**src/hdl/ppfs_pkg.sv**
```systemverilog
// Package for the pulse period / frequency statistics block.
// Holds controller states, divider operand codes, command and status structs and constants.
// No dependencies.
package ppfs_pkg;

  // Fixed widths of the interface fields.
  localparam int unsigned TIME_W    = 32;
  localparam int unsigned DEB_W     = 16;
  localparam int unsigned FREQ_W    = 36;
  localparam int unsigned COUNT_W   = 7;
  localparam int unsigned DIVISOR_W = 32;

  // Configuration port layout: one 32-bit register per word.
  localparam int unsigned ADDR_W   = 3;
  localparam int unsigned PDATA_W  = 32;
  localparam logic        REG_IDX_DEBOUNCE = 1'b0;
  localparam logic [DEB_W-1:0] DEBOUNCE_RESET = 16'd500;

  // 1e6 * 65536: one microsecond period expressed in Hz with 16 fraction bits.
  localparam logic [FREQ_W-1:0] FREQ_SCALE = 36'd65536000000;

  // Controller states.
  typedef enum logic [2:0] {
    ST_IDLE,
    ST_WALK_INIT,
    ST_WALK,
    ST_DIV_GO,
    ST_DIV_WAIT,
    ST_FINISH
  } state_t;

  // Which quotient the shared divider is producing.
  typedef enum logic [1:0] {
    DIV_MEAN,
    DIV_FMEAN,
    DIV_FMAX,
    DIV_FMIN
  } div_sel_t;

  // Commands from the controller to the datapath.
  typedef struct packed {
    logic     capture;
    logic     walk_init;
    logic     walk;
    logic     div_start;
    logic     div_store;
    div_sel_t div_sel;
    logic     out_load;
  } cmd_t;

  // Status from the datapath to the controller.
  typedef struct packed {
    logic ring_empty;
    logic walk_done;
    logic div_done;
    logic out_free;
  } status_t;

endpackage

```
**src/hdl/pulse_period_frequency_stats.sv**
```systemverilog
// Pulse period / frequency statistics: top level with the APB debounce register.
// Each edge goes through a window walk (one ring read a cycle) and then four quotients of
// Q = max(36, 32+clog2(WINDOW+1)) bits from the shared one-bit-a-cycle divider; while the
// ring is empty both are skipped and zero frequencies are reported. One edge
// is in work at a time; the next is taken once the result is in the output register.
// Synchronous reset clears the control state and sets debounce_us to 500; ring not cleared.
module pulse_period_frequency_stats #(
  parameter int unsigned WINDOW = 64
) (
  input  logic                            clk,
  input  logic                            rst,
  input  logic                            in_valid,
  output logic                            in_ready,
  input  logic [ppfs_pkg::TIME_W-1:0]     edge_time_us,
  output logic                            out_valid,
  input  logic                            out_ready,
  output logic                            accepted,
  output logic [ppfs_pkg::COUNT_W-1:0]    stored_count,
  output logic [ppfs_pkg::FREQ_W-1:0]     mean_freq,
  output logic [ppfs_pkg::FREQ_W-1:0]     max_freq,
  output logic [ppfs_pkg::FREQ_W-1:0]     min_freq,
  input  logic                            psel,
  input  logic                            penable,
  input  logic                            pwrite,
  input  logic [ppfs_pkg::ADDR_W-1:0]     paddr,
  input  logic [ppfs_pkg::PDATA_W-1:0]    pwdata,
  output logic [ppfs_pkg::PDATA_W-1:0]    prdata,
  output logic                            pready
);

  logic [ppfs_pkg::DEB_W-1:0] debounce_us;
  ppfs_pkg::cmd_t             cmd;
  ppfs_pkg::status_t          status;

  // Configuration register, word index taken from paddr[2].
  assign pready = 1'b1;

  always_ff @(posedge clk) begin
    if (rst) begin
      debounce_us <= ppfs_pkg::DEBOUNCE_RESET;
    end else if (psel && penable && pwrite && pready &&
                 (paddr[2] == ppfs_pkg::REG_IDX_DEBOUNCE)) begin
      debounce_us <= pwdata[ppfs_pkg::DEB_W-1:0];
    end
  end

  // Register readback.
  always_comb begin
    if (paddr[2] == ppfs_pkg::REG_IDX_DEBOUNCE) begin
      prdata = ppfs_pkg::PDATA_W'(debounce_us);
    end else begin
      prdata = '0;
    end
  end

  ppfs_ctrl u_ctrl (
    .clk      (clk),
    .rst      (rst),
    .in_valid (in_valid),
    .in_ready (in_ready),
    .status   (status),
    .cmd      (cmd)
  );

  ppfs_datapath #(
    .WINDOW(WINDOW)
  ) u_datapath (
    .clk          (clk),
    .rst          (rst),
    .cmd          (cmd),
    .status       (status),
    .edge_time_us (edge_time_us),
    .debounce_us  (debounce_us),
    .out_valid    (out_valid),
    .out_ready    (out_ready),
    .accepted     (accepted),
    .stored_count (stored_count),
    .mean_freq    (mean_freq),
    .max_freq     (max_freq),
    .min_freq     (min_freq)
  );

endmodule

```
**src/hdl/ppfs_divider.sv**
```systemverilog
// Iterative restoring divider, one quotient bit per cycle.
// Uses ppfs_pkg for the divisor width.
module ppfs_divider #(
  parameter int unsigned QW = 39
) (
  input  logic                             clk,
  input  logic                             rst,
  input  logic                             start,
  input  logic [QW-1:0]                    dividend,
  input  logic [ppfs_pkg::DIVISOR_W-1:0]   divisor,
  output logic [QW-1:0]                    quotient,
  output logic                             done
);

  localparam int unsigned DW = ppfs_pkg::DIVISOR_W;
  localparam int unsigned CNT_W = $clog2(QW + 1);

  logic [DW-1:0]    rem;
  logic [DW-1:0]    dvsr;
  logic [CNT_W-1:0] cnt;
  logic             busy;
  logic [DW:0]      shifted;
  logic             fits;

  // Trial subtraction of the shifted partial remainder.
  assign shifted = {rem, quotient[QW-1]};
  assign fits    = (shifted >= {1'b0, dvsr});
  assign done    = busy && (cnt == '0);

  // Control: busy flag and step counter.
  always_ff @(posedge clk) begin
    if (rst) begin
      busy <= 1'b0;
      cnt  <= '0;
    end else if (start) begin
      busy <= 1'b1;
      cnt  <= CNT_W'(QW);
    end else if (busy && (cnt != '0)) begin
      cnt <= cnt - 1'b1;
    end
  end

  // Datapath: shift the quotient in from the dividend bits.
  always_ff @(posedge clk) begin
    if (start) begin
      rem      <= '0;
      dvsr     <= divisor;
      quotient <= dividend;
    end else if (busy && (cnt != '0)) begin
      if (fits) begin
        rem <= DW'(shifted - {1'b0, dvsr});
      end else begin
        rem <= shifted[DW-1:0];
      end
      quotient <= {quotient[QW-2:0], fits};
    end
  end

endmodule

```
**src/hdl/ppfs_datapath.sv**
```systemverilog
// Datapath: period capture, period ring memory, window walk, shared divider, result register.
// Uses ppfs_pkg and instantiates ppfs_divider.
module ppfs_datapath #(
  parameter int unsigned WINDOW = 64
) (
  input  logic                            clk,
  input  logic                            rst,
  input  ppfs_pkg::cmd_t                  cmd,
  output ppfs_pkg::status_t               status,
  input  logic [ppfs_pkg::TIME_W-1:0]     edge_time_us,
  input  logic [ppfs_pkg::DEB_W-1:0]      debounce_us,
  output logic                            out_valid,
  input  logic                            out_ready,
  output logic                            accepted,
  output logic [ppfs_pkg::COUNT_W-1:0]    stored_count,
  output logic [ppfs_pkg::FREQ_W-1:0]     mean_freq,
  output logic [ppfs_pkg::FREQ_W-1:0]     max_freq,
  output logic [ppfs_pkg::FREQ_W-1:0]     min_freq
);

  localparam int unsigned TW = ppfs_pkg::TIME_W;
  localparam int unsigned FW = ppfs_pkg::FREQ_W;
  localparam int unsigned AW = $clog2(WINDOW);
  localparam int unsigned CW = $clog2(WINDOW + 1);
  localparam int unsigned SW = TW + CW;
  localparam int unsigned QW = (SW > FW) ? SW : FW;

  logic [TW-1:0] period_ring [WINDOW];
  logic [TW-1:0] rd_data;
  logic          rd_pend;
  logic [CW-1:0] rd_idx;

  logic [TW-1:0] last_edge_time;
  logic [AW-1:0] write_slot;
  logic [CW-1:0] fill_count;
  logic          acc_flag;

  logic [TW-1:0] period;
  logic          pass;

  logic [SW-1:0] sum;
  logic [TW-1:0] tmax;
  logic [TW-1:0] tmin;
  logic [TW-1:0] mean_period;
  logic [FW-1:0] mean_f;
  logic [FW-1:0] max_f;
  logic [FW-1:0] min_f;

  logic [QW-1:0]                  div_dividend;
  logic [ppfs_pkg::DIVISOR_W-1:0] div_divisor;
  logic [QW-1:0]                  div_quotient;
  logic                           div_done;

  // Period since the previous edge, modulo 2^32, and the debounce test.
  assign period = edge_time_us - last_edge_time;
  assign pass   = (period > TW'(debounce_us));

  // Edge bookkeeping: last timestamp, ring slot and fill count.
  always_ff @(posedge clk) begin
    if (rst) begin
      last_edge_time <= '0;
      write_slot     <= '0;
      fill_count     <= '0;
      acc_flag       <= 1'b0;
    end else if (cmd.capture) begin
      last_edge_time <= edge_time_us;
      acc_flag       <= pass;
      if (pass) begin
        if (write_slot == AW'(WINDOW - 1)) begin
          write_slot <= '0;
        end else begin
          write_slot <= write_slot + 1'b1;
        end
        if (fill_count != CW'(WINDOW)) begin
          fill_count <= fill_count + 1'b1;
        end
      end
    end
  end

  // Period ring: written on an accepted edge, read once per cycle during the walk.
  always_ff @(posedge clk) begin
    if (cmd.capture && pass) begin
      period_ring[write_slot] <= period;
    end
    rd_data <= period_ring[rd_idx[AW-1:0]];
  end

  // Walk control: issue one read address per cycle over the filled slots.
  always_ff @(posedge clk) begin
    if (rst) begin
      rd_idx  <= '0;
      rd_pend <= 1'b0;
    end else if (cmd.walk_init) begin
      rd_idx  <= '0;
      rd_pend <= 1'b0;
    end else if (cmd.walk) begin
      if (rd_idx != fill_count) begin
        rd_idx  <= rd_idx + 1'b1;
        rd_pend <= 1'b1;
      end else begin
        rd_pend <= 1'b0;
      end
    end
  end

  // Walk accumulation: sum, maximum and minimum of the stored periods.
  always_ff @(posedge clk) begin
    if (cmd.walk_init) begin
      sum  <= '0;
      tmax <= '0;
      tmin <= '1;
    end else if (cmd.walk && rd_pend) begin
      sum <= sum + SW'(rd_data);
      if (rd_data > tmax) begin
        tmax <= rd_data;
      end
      if (rd_data < tmin) begin
        tmin <= rd_data;
      end
    end
  end

  // Divider operands for each of the four quotients.
  always_comb begin
    case (cmd.div_sel)
      ppfs_pkg::DIV_MEAN: begin
        div_dividend = QW'(sum);
        div_divisor  = ppfs_pkg::DIVISOR_W'(fill_count);
      end
      ppfs_pkg::DIV_FMEAN: begin
        div_dividend = QW'(ppfs_pkg::FREQ_SCALE);
        div_divisor  = mean_period;
      end
      ppfs_pkg::DIV_FMAX: begin
        div_dividend = QW'(ppfs_pkg::FREQ_SCALE);
        div_divisor  = tmin;
      end
      default: begin
        div_dividend = QW'(ppfs_pkg::FREQ_SCALE);
        div_divisor  = tmax;
      end
    endcase
  end

  ppfs_divider #(
    .QW(QW)
  ) u_divider (
    .clk      (clk),
    .rst      (rst),
    .start    (cmd.div_start),
    .dividend (div_dividend),
    .divisor  (div_divisor),
    .quotient (div_quotient),
    .done     (div_done)
  );

  // Quotient capture.
  always_ff @(posedge clk) begin
    if (cmd.div_store) begin
      case (cmd.div_sel)
        ppfs_pkg::DIV_MEAN:  mean_period <= div_quotient[TW-1:0];
        ppfs_pkg::DIV_FMEAN: mean_f      <= div_quotient[FW-1:0];
        ppfs_pkg::DIV_FMAX:  max_f       <= div_quotient[FW-1:0];
        default:             min_f       <= div_quotient[FW-1:0];
      endcase
    end
  end

  // Output word register; an empty ring reports zero frequencies.
  always_ff @(posedge clk) begin
    if (rst) begin
      out_valid <= 1'b0;
    end else if (cmd.out_load) begin
      out_valid <= 1'b1;
    end else if (out_ready) begin
      out_valid <= 1'b0;
    end
  end

  always_ff @(posedge clk) begin
    if (cmd.out_load) begin
      accepted     <= acc_flag;
      stored_count <= ppfs_pkg::COUNT_W'(fill_count);
      if (fill_count == '0) begin
        mean_freq <= '0;
        max_freq  <= '0;
        min_freq  <= '0;
      end else begin
        mean_freq <= mean_f;
        max_freq  <= max_f;
        min_freq  <= min_f;
      end
    end
  end

  // Status back to the controller.
  always_comb begin
    status.ring_empty = (fill_count == '0);
    status.walk_done  = (rd_idx == fill_count) && !rd_pend;
    status.div_done   = div_done;
    status.out_free   = !out_valid || out_ready;
  end

endmodule

```
**src/hdl/ppfs_ctrl.sv**
```systemverilog
// Controller state machine: sequences capture, window walk, four divisions and output load.
// Uses ppfs_pkg.
module ppfs_ctrl (
  input  logic              clk,
  input  logic              rst,
  input  logic              in_valid,
  output logic              in_ready,
  input  ppfs_pkg::status_t status,
  output ppfs_pkg::cmd_t    cmd
);

  ppfs_pkg::state_t   state;
  ppfs_pkg::state_t   state_next;
  ppfs_pkg::div_sel_t div_sel;
  ppfs_pkg::div_sel_t div_sel_next;

  // State and divider selection registers.
  always_ff @(posedge clk) begin
    if (rst) begin
      state   <= ppfs_pkg::ST_IDLE;
      div_sel <= ppfs_pkg::DIV_MEAN;
    end else begin
      state   <= state_next;
      div_sel <= div_sel_next;
    end
  end

  // Next state and commands.
  always_comb begin
    state_next    = state;
    div_sel_next  = div_sel;
    in_ready      = 1'b0;
    cmd           = '0;
    cmd.div_sel   = div_sel;
    unique case (state)
      ppfs_pkg::ST_IDLE: begin
        in_ready    = 1'b1;
        cmd.capture = in_valid;
        if (in_valid) begin
          state_next = ppfs_pkg::ST_WALK_INIT;
        end
      end
      ppfs_pkg::ST_WALK_INIT: begin
        cmd.walk_init = 1'b1;
        div_sel_next  = ppfs_pkg::DIV_MEAN;
        if (status.ring_empty) begin
          state_next = ppfs_pkg::ST_FINISH;
        end else begin
          state_next = ppfs_pkg::ST_WALK;
        end
      end
      ppfs_pkg::ST_WALK: begin
        cmd.walk = 1'b1;
        if (status.walk_done) begin
          state_next = ppfs_pkg::ST_DIV_GO;
        end
      end
      ppfs_pkg::ST_DIV_GO: begin
        cmd.div_start = 1'b1;
        state_next    = ppfs_pkg::ST_DIV_WAIT;
      end
      ppfs_pkg::ST_DIV_WAIT: begin
        if (status.div_done) begin
          cmd.div_store = 1'b1;
          unique case (div_sel)
            ppfs_pkg::DIV_MEAN: begin
              div_sel_next = ppfs_pkg::DIV_FMEAN;
              state_next   = ppfs_pkg::ST_DIV_GO;
            end
            ppfs_pkg::DIV_FMEAN: begin
              div_sel_next = ppfs_pkg::DIV_FMAX;
              state_next   = ppfs_pkg::ST_DIV_GO;
            end
            ppfs_pkg::DIV_FMAX: begin
              div_sel_next = ppfs_pkg::DIV_FMIN;
              state_next   = ppfs_pkg::ST_DIV_GO;
            end
            default: begin
              state_next = ppfs_pkg::ST_FINISH;
            end
          endcase
        end
      end
      ppfs_pkg::ST_FINISH: begin
        if (status.out_free) begin
          cmd.out_load = 1'b1;
          state_next   = ppfs_pkg::ST_IDLE;
        end
      end
      default: begin
        state_next = ppfs_pkg::ST_IDLE;
      end
    endcase
  end

endmodule
```
**config.mk**
```make
export PLATFORM = sky130hd
export DESIGN_NAME = pulse_period_frequency_stats
export DESIGN_NICKNAME = d
export VERILOG_FILES = /design/src/hdl/ppfs_pkg.sv /design/src/hdl/pulse_period_frequency_stats.sv /design/src/hdl/ppfs_divider.sv /design/src/hdl/ppfs_datapath.sv /design/src/hdl/ppfs_ctrl.sv
export SDC_FILE = /design/constraint.sdc
export NUM_CORES = 2
export LEC_CHECK = 0
export ABC_AREA = 1
export ABC_CLOCK_PERIOD_IN_PS = 12900
export BUFFER_PORTS_ARGS = -buffer_cell sky130_fd_sc_hd__buf_2
export CAP_MARGIN = 5
export CORE_UTILIZATION = 49
export DETAILED_ROUTE_END_ITERATION = 8
export HOLD_SLACK_MARGIN = 0.08
export PLACE_DENSITY_LB_ADDON = 0.15
export SYNTH_ARGS = -nofsm -noshare
export SYNTH_HDL_FRONTEND = slang
export SYNTH_SLANG_ARGS = --single-unit
```
**constraint.sdc**
```tcl
create_clock -name clk -period 12.9 [get_ports clk]
set_input_delay 1.935 -clock clk [delete_from_list [all_inputs] [get_ports clk]]
set_output_delay 1.935 -clock clk [all_outputs]
set_load 0.03 [all_outputs]
```
Word level (Yosys, flattened, before mapping)
Memories as Yosys holds them, arrays and structs flattened. A register that Yosys moved wholly into a read port is not among the register bits.
Index checks and enable logic that the tools add are counted.
{ "op_classes": {"n_bitwise": 2, "n_eq_ne": 16, "reduce_logical": 33, "n_lt_le_gt_ge": 4, "addsub": 7, "n_mux": 33} }
{ "op_table": {"columns": ["op", "count"], "rows": [
  ["$mux W39", 3],
  ["$pmux W32 S3", 1],
  ["$sub A32 B32 Y32", 2],
  ["$add A39 B32 Y39", 1],
  ["$ge A33 B32 Y1", 1],
  ["$gt A32 B16 Y1", 1],
  ["$gt A32 B32 Y1", 1],
  ["$lt A32 B32 Y1", 1],
  ["$mux W32", 1],
  ["$mux W3", 6],
  ["$mux W6", 3],
  ["$pmux W3 S6", 1],
  ["$mux W16", 1],
  ["$reduce_and A2 Y1", 8],
  ["$add A7 B1 Y7 const B", 2],
  ["$mux W1", 14],
  ["$logic_and A1 B1 Y1", 8],
  ["$eq A7 B7 Y1", 1],
  ["$logic_not A7 Y1", 1],
  ["$ne A7 B7 Y1", 1],
  ["$ne A7 B7 Y1 const B", 1],
  ["$add A6 B1 Y6 const B", 1],
  ["$eq A3 B2 Y1 const B", 2],
  ["$eq A3 B3 Y1 const B", 2],
  ["23 further kinds", 31]
]} }
{ "word_totals": {"out_inout_bits": 151, "regBits": 545, "input_bits": 74, "ramBits": 2048, "n_memories": 1, "word_cells": 124} }
{ "mem_list": {"columns": ["name", "depth", "word_bits", "read_ports", "rd_clocked_by_memory_dff", "wr", "line_no", "source"], "rows": [
  ["u_datapath.period_ring", 64, 32, 1, 1, 1, "ppfs_datapath.sv:28", "logic [TW-1:0] period_ring [WINDOW];"]
]} }

Logic depth before layout (Yosys ltp)
{ "depth": {"ltp_word": 5, "mapped_depth": 27, "depth_no_buf": 26} }

By module
From an unflattened synthesis, not the netlist that was laid out.
{ "hier_totals": {"hier_cells": 9541, "hier_area_um2": 110033.0} }
{ "by_module_without_submodules": {"columns": ["mod", "n_inst", "seq_area_each_um2", "area_per_inst_um2", "cells_each"], "rows": [
  ["ppfs_datapath", 1, 72990.0, 101557.4, 8323],
  ["ppfs_divider", 1, 2912.8, 7100.6, 1006],
  ["pulse_period_frequency_stats", 1, 320.3, 954.7, 150],
  ["ppfs_ctrl", 1, 100.1, 420.4, 62]
]} }

Least setup slack after synthesis
No wires, ideal clock.
{ "synth_path": {"kind": "in2reg", "startpoint": "input port edge_time_us[0] in the netlist's numbering", "endpoint": "memory u_datapath.period_ring[15][0] in the netlist's numbering, enable pin", "path_stages": 23, "n_path_buf": 1, "path_slack_ns": 4.166, "arrival_time_ns": 8.273, "required_ns": 12.439, "setup_ns": 0.461, "cell_sequence": "inv_1 ha_1 inv_1 fa_1 nand3_1 nand3_1 nand2_1 nand3_1 xor2_1 ha_1 a21oi_1 o21ai_0 a21oi_1 nand2_1 nand2_1 nand3_1 nor2_1 nand2_1 nor2_2 nand3_2 nand2_4 buf_8 nor3_1"} }
{ "synth_between": {"elab_chain_len": 5} }
{ "synth_rtl": {"columns": ["element", "line_no", "source"], "rows": [
  ["start: declaration", "pulse_period_frequency_stats.sv:14", "input logic [ppfs_pkg::TIME_W-1:0] edge_time_us,"],
  ["$sub A32 B32 Y32", "ppfs_datapath.sv:55", "assign period = edge_time_us - last_edge_time;"],
  ["via u_datapath.period[8]", "ppfs_datapath.sv:38", "logic [TW-1:0] period;"],
  ["$gt A32 B16 Y1", "ppfs_datapath.sv:56", "assign pass = (period > TW'(debounce_us));"],
  ["$logic_and A1 B1 Y1", "ppfs_datapath.sv:83", "if (cmd.capture && pass) begin"],
  ["$mux W1", "ppfs_datapath.sv:83", null],
  ["$mux W1 (not written as such)", "ppfs_datapath.sv:84", "period_ring[write_slot] <= period;"],
  ["end: declaration", "ppfs_datapath.sv:28", null]
]} }
The timed path passes the listed nets, and every way through them passes these cells.

Worst setup path after layout
{ "layout_path": {"startpoint": "input port edge_time_us[0] in the netlist's numbering", "endpoint": "memory u_datapath.period_ring[35][30] in the netlist's numbering, enable pin"} }
The elaborated chain is that of the path after synthesis.

==> metrics.log <==
[metrics] status: complete, no violations
[metrics] hold buffer count at cts: 0
[metrics] number of levels the H-tree was split into: 5
[metrics] type of element launching the critical path: primary input
[metrics] clock slew at reported path FFs: 50 ps
[metrics] logic gate share of total power: 0.233
[metrics] fraction of layout instances using a drive strength above 1: 0.09450
[metrics] Max Cap Violations: 0
[metrics] portion of the post-synthesis area used by sequential elements: 0.7014
[metrics] clock latency on the worst-skew pair: 940 ps
[metrics] largest net degree at the start of global routing: about 170
[metrics] Die Span X: 473.2 um
[metrics] Yosys cell types: just over 60
[metrics] fraction of power spent switching nets: 0.3250
[metrics] number of antenna violations at the first check in global routing: 12
[metrics] required time reported for the critical path endpoint: between 10,000 and 15,000 ps
[metrics] die area: 0.2240 mm2
[metrics] placed insts: between 10,000 and 15,000
[metrics] Wirelength per Cell: 25.18 um
[metrics] Detail Placement HPWL: approximately 180 mm
[metrics] Worst path most repeated cell: sky130_fd_sc_hd__nand2_1
[metrics] setup TNS: 0 ps
[metrics] Worst Tran Pin Value: about 1300 ps
[metrics] global-route wire length before repair: 457.5 mm
[metrics] count of buffering cells on the critical path with inverters included: 4
[metrics] Core ar.: ~0.22 mm2
[metrics] final cell utilization of the core: 0.5560
[metrics] Clock Tree Root: sky130_fd_sc_hd__clkbuf_16
[metrics] commonest non-fill, non-tap cells in the layout: 2,375 x sky130_fd_sc_hd__edfxtp_1, 1,412 x sky130_fd_sc_hd__nor2_1, 1,238 x sky130_fd_sc_hd__o21ai_0, 873 x sky130_fd_sc_hd__nand2_1, 604 x sky130_fd_sc_hd__inv_1
[metrics] final instance area: about 0.12 mm2
[metrics] final-report setup violation count: 0
[metrics] share of the clock period used by the worst path after layout: 0.5881
[metrics] Std-Cell Rows: 172
[metrics] number of nets at the end of the flow: 9,558
[metrics] Final Hold Slack: approximately 460 ps
[metrics] Pint: 16.99 mW
[metrics] Post-Layout Cell Count: 12,470
[metrics] Num CTS Buffers: ~290
[metrics] Tot GR Track Use: 0.2765
[metrics] fillers: 18,250
[metrics] Longest Clk Path Bufs: 4
[metrics] cell with the largest stage delay on the worst path: sky130_fd_sc_hd__nor2_4
[metrics] data arrival time of the critical path: 8100 ps
[metrics] remaining global-route overflow: 0
[metrics] #FFs+latches synth: 2,625
[metrics] vertical die dimension: 473.2 um
[metrics] post-route ant nets: 0
[metrics] Max Slew Vio Count: 0
[metrics] drt first pass iters: 6
[metrics] type of destination of the critical path: flop
[metrics] worst slack after detailed placement: 4535 ps
[metrics] path type of the worst min-delay path: reg2reg
[metrics] total power draw: 25.17 mW
[metrics] maximum single-stage delay on the critical path: roughly 1100 ps
[metrics] Post-synth ARST share: 0
[metrics] maximum fanout along the worst path: 65
[metrics] setup skew after layout: a little over 60 ps
[metrics] number of gates resized after cts: 0
[metrics] Routability Congestion: ~0.9
[metrics] count of vias placed by the detailed router: 73,250
[metrics] fin worst setup slack: 5314 ps
[metrics] syn_area_per_cell: 11.83 um2
[metrics] number of DRC violations after detailed routing: 0
[metrics] layout-stage area growth over the synthesis result: 12.50%
[metrics] most common cell after layout, fill and taps aside: sky130_fd_sc_hd__edfxtp_1
[metrics] starting utilization of the core area: 0.4942
[metrics] Post CTS Setup Buffer Count: 0
[metrics] slack of the worst reg-to-reg path: 6200 ps
[metrics] Critical Setup Path Class: in2reg
[metrics] EDFF count, synth: 2,375
[metrics] post-synthesis cell count: slightly above 9,000
[metrics] fmax: 0.1318 GHz
[metrics] headroom to the max-slew limit: 0.1133
[metrics] power dissipated by switching net loads: 8.181 mW
[metrics] TritonCTS clock tree: yes
[metrics] netlist area before placement: 0.1088 mm2
[metrics] highest ir drop seen on vdd: 0.2088 mV
[metrics] top flip-flop cell by instance count after synthesis: sky130_fd_sc_hd__edfxtp_1
[metrics] number of vias per cell: 5.874
[metrics] RSZ-0062 raised after global routing: false
[metrics] number of design-rule violations left by the first detailed-router iteration: 7,943
[metrics] power per cell area: between 200 and 250 mW/mm2
[metrics] final hold vios: 0
[metrics] Post-DP Area: about 0.11 mm2
[metrics] number of warnings issued by yosys: 0
[metrics] Leakage: ~43 nW
[metrics] category of cells accounting for the largest share of critical-path delay: simple AND/OR/NAND/NOR gates
[metrics] time the worst path needs with I/O delays and setup: 7586 ps
[metrics] part of the power in registers: 0.451
[metrics] number of ports placed on the die boundary: 225
[metrics] total of buffers placed on input and output ports: 189
[metrics] vias in the first global route: 68,790
[metrics] clock network fraction of total power: 0.316
[metrics] sink count of the clock tree: 2,625
[metrics] post-detailed-routing wire length: approximately 310 mm
## cells by family after synthesis
kind of cell / count (synthesis) / synth area share
and+or+nand+nor: 2736 / 0.1006
DFF: 2625 / 0.7014
buffers and inverters: 1185 / 0.04257
xor gates and xnor gates: 75 / 0.006037
adders and majority gates: 188 / 0.02182
other: 2 / 0.00006902
AOI/OAI and AO/OA: 2384 / 0.1275
## routing by layer
layer | track usage | vias up | routed length [um]
met1 | 0.3873 | 36280 | 132900
met4 | 0.1002 | 8 | 11250
met5 | 0 | - | 55
met3 | 0.05348 | 489 | 27070
li1 | - | 33400 | -
met2 | 0.4294 | 3074 | 142700
## path summary, 6_finish.rpt
| check | startpoint | depth (start not counted) | to |
|---|---|---|---|
| worst min-delay path | u_datapath.last_edge_time[5] | 2 | u_datapath.last_edge_time[5] |
| worst max-delay path | edge_time_us[0] | 26 | u_datapath.period_ring[35][30] |
| worst min register to register | u_datapath.last_edge_time[5] | 2 | u_datapath.last_edge_time[5] |
| worst max register to register | u_datapath.last_edge_time[0] | 24 | u_datapath.period_ring[35][30] |
## flip-flops by register name, summed over array words and instances, names as in the netlist, 16 cells and up
register and cells:
debounce_us 16, u_datapath.last_edge_time 32, u_datapath.max_f 36, u_datapath.max_freq 36, u_datapath.mean_f 36, u_datapath.mean_freq 36, u_datapath.mean_period 32, u_datapath.min_f 36
u_datapath.min_freq 36, u_datapath.period_ring 2048, u_datapath.rd_data 32, u_datapath.sum 39, u_datapath.tmax 32, u_datapath.tmin 32, u_datapath.u_divider.dvsr 32, u_datapath.u_divider.quotient 39
u_datapath.u_divider.rem 32
## tightest hold or removal path, cell delays in order (launching register included)
cell	delay, ps
sky130_fd_sc_hd__dfxtp_1	290
sky130_fd_sc_hd__inv_1	60
sky130_fd_sc_hd__a21oi_1	60
## power by group through the flow
stage / clock, mW / sequential, mW / combinational (mW)
CTS: 8.04 / 11.3 / 5.80
floorplan: 0 / 11.5 / 3.16
detailed placement: 0 / 11.5 / 5.79
global route: 8.39 / 11.4 / 6.31
global placement: 0 / 11.5 / 5.66
finish: 7.95 / 11.4 / 5.87
## area by class of cell
type | count | area (um2) | share of cell area
Antenna cell | 10 | 25.02 | 0.0002044
Clock buffer | 377 | 7889 | 0.06444
Clock inverter | 124 | 1081 | 0.008831
Inverter | 633 | 2410 | 0.01969
Multi-Input combinational cell | 5400 | 28750 | 0.2348
Sequential cell | 2625 | 76340 | 0.6236
Tap cell | 2958 | 3701 | 0.03023
Timing Repair Buffer | 344 | 2222 | 0.01815
## synth_stat cells, types with 9 or more instances
library cell	count	share of area
sky130_fd_sc_hd__a221oi_1	10	0.00080
sky130_fd_sc_hd__buf_2	75	0.0034
sky130_fd_sc_hd__buf_1	28	0.00097
sky130_fd_sc_hd__buf_4	19	0.0013
sky130_fd_sc_hd__o21ai_0	1238	0.057
sky130_fd_sc_hd__o22ai_1	313	0.018
sky130_fd_sc_hd__dfxtp_1	250	0.046
sky130_fd_sc_hd__o221ai_1	207	0.017
sky130_fd_sc_hd__nand2_1	887	0.031
sky130_fd_sc_hd__inv_1	613	0.021
sky130_fd_sc_hd__a21o_1	10	0.00069
sky130_fd_sc_hd__clkbuf_1	428	0.015
sky130_fd_sc_hd__o211ai_1	111	0.0077
sky130_fd_sc_hd__xnor2_1	25	0.0020
sky130_fd_sc_hd__nor2_1	1482	0.051
sky130_fd_sc_hd__nor3_1	38	0.0017
sky130_fd_sc_hd__a32o_1	10	0.00092
sky130_fd_sc_hd__nand2_2	13	0.00075
sky130_fd_sc_hd__a31oi_1	70	0.0040
sky130_fd_sc_hd__nor2_2	9	0.00052
sky130_fd_sc_hd__ha_1	185	0.021
sky130_fd_sc_hd__a221o_1	17	0.0016
sky130_fd_sc_hd__o21bai_1	11	0.00076
sky130_fd_sc_hd__a21oi_1	323	0.015
sky130_fd_sc_hd__xor2_1	50	0.0040
sky130_fd_sc_hd__a22oi_1	25	0.0017
sky130_fd_sc_hd__nand3_1	203	0.0093
sky130_fd_sc_hd__inv_2	16	0.00055
sky130_fd_sc_hd__nand4_1	66	0.0038
sky130_fd_sc_hd__edfxtp_1	2375	0.66
No activity file was read; power rests on OpenSTA's default activity.
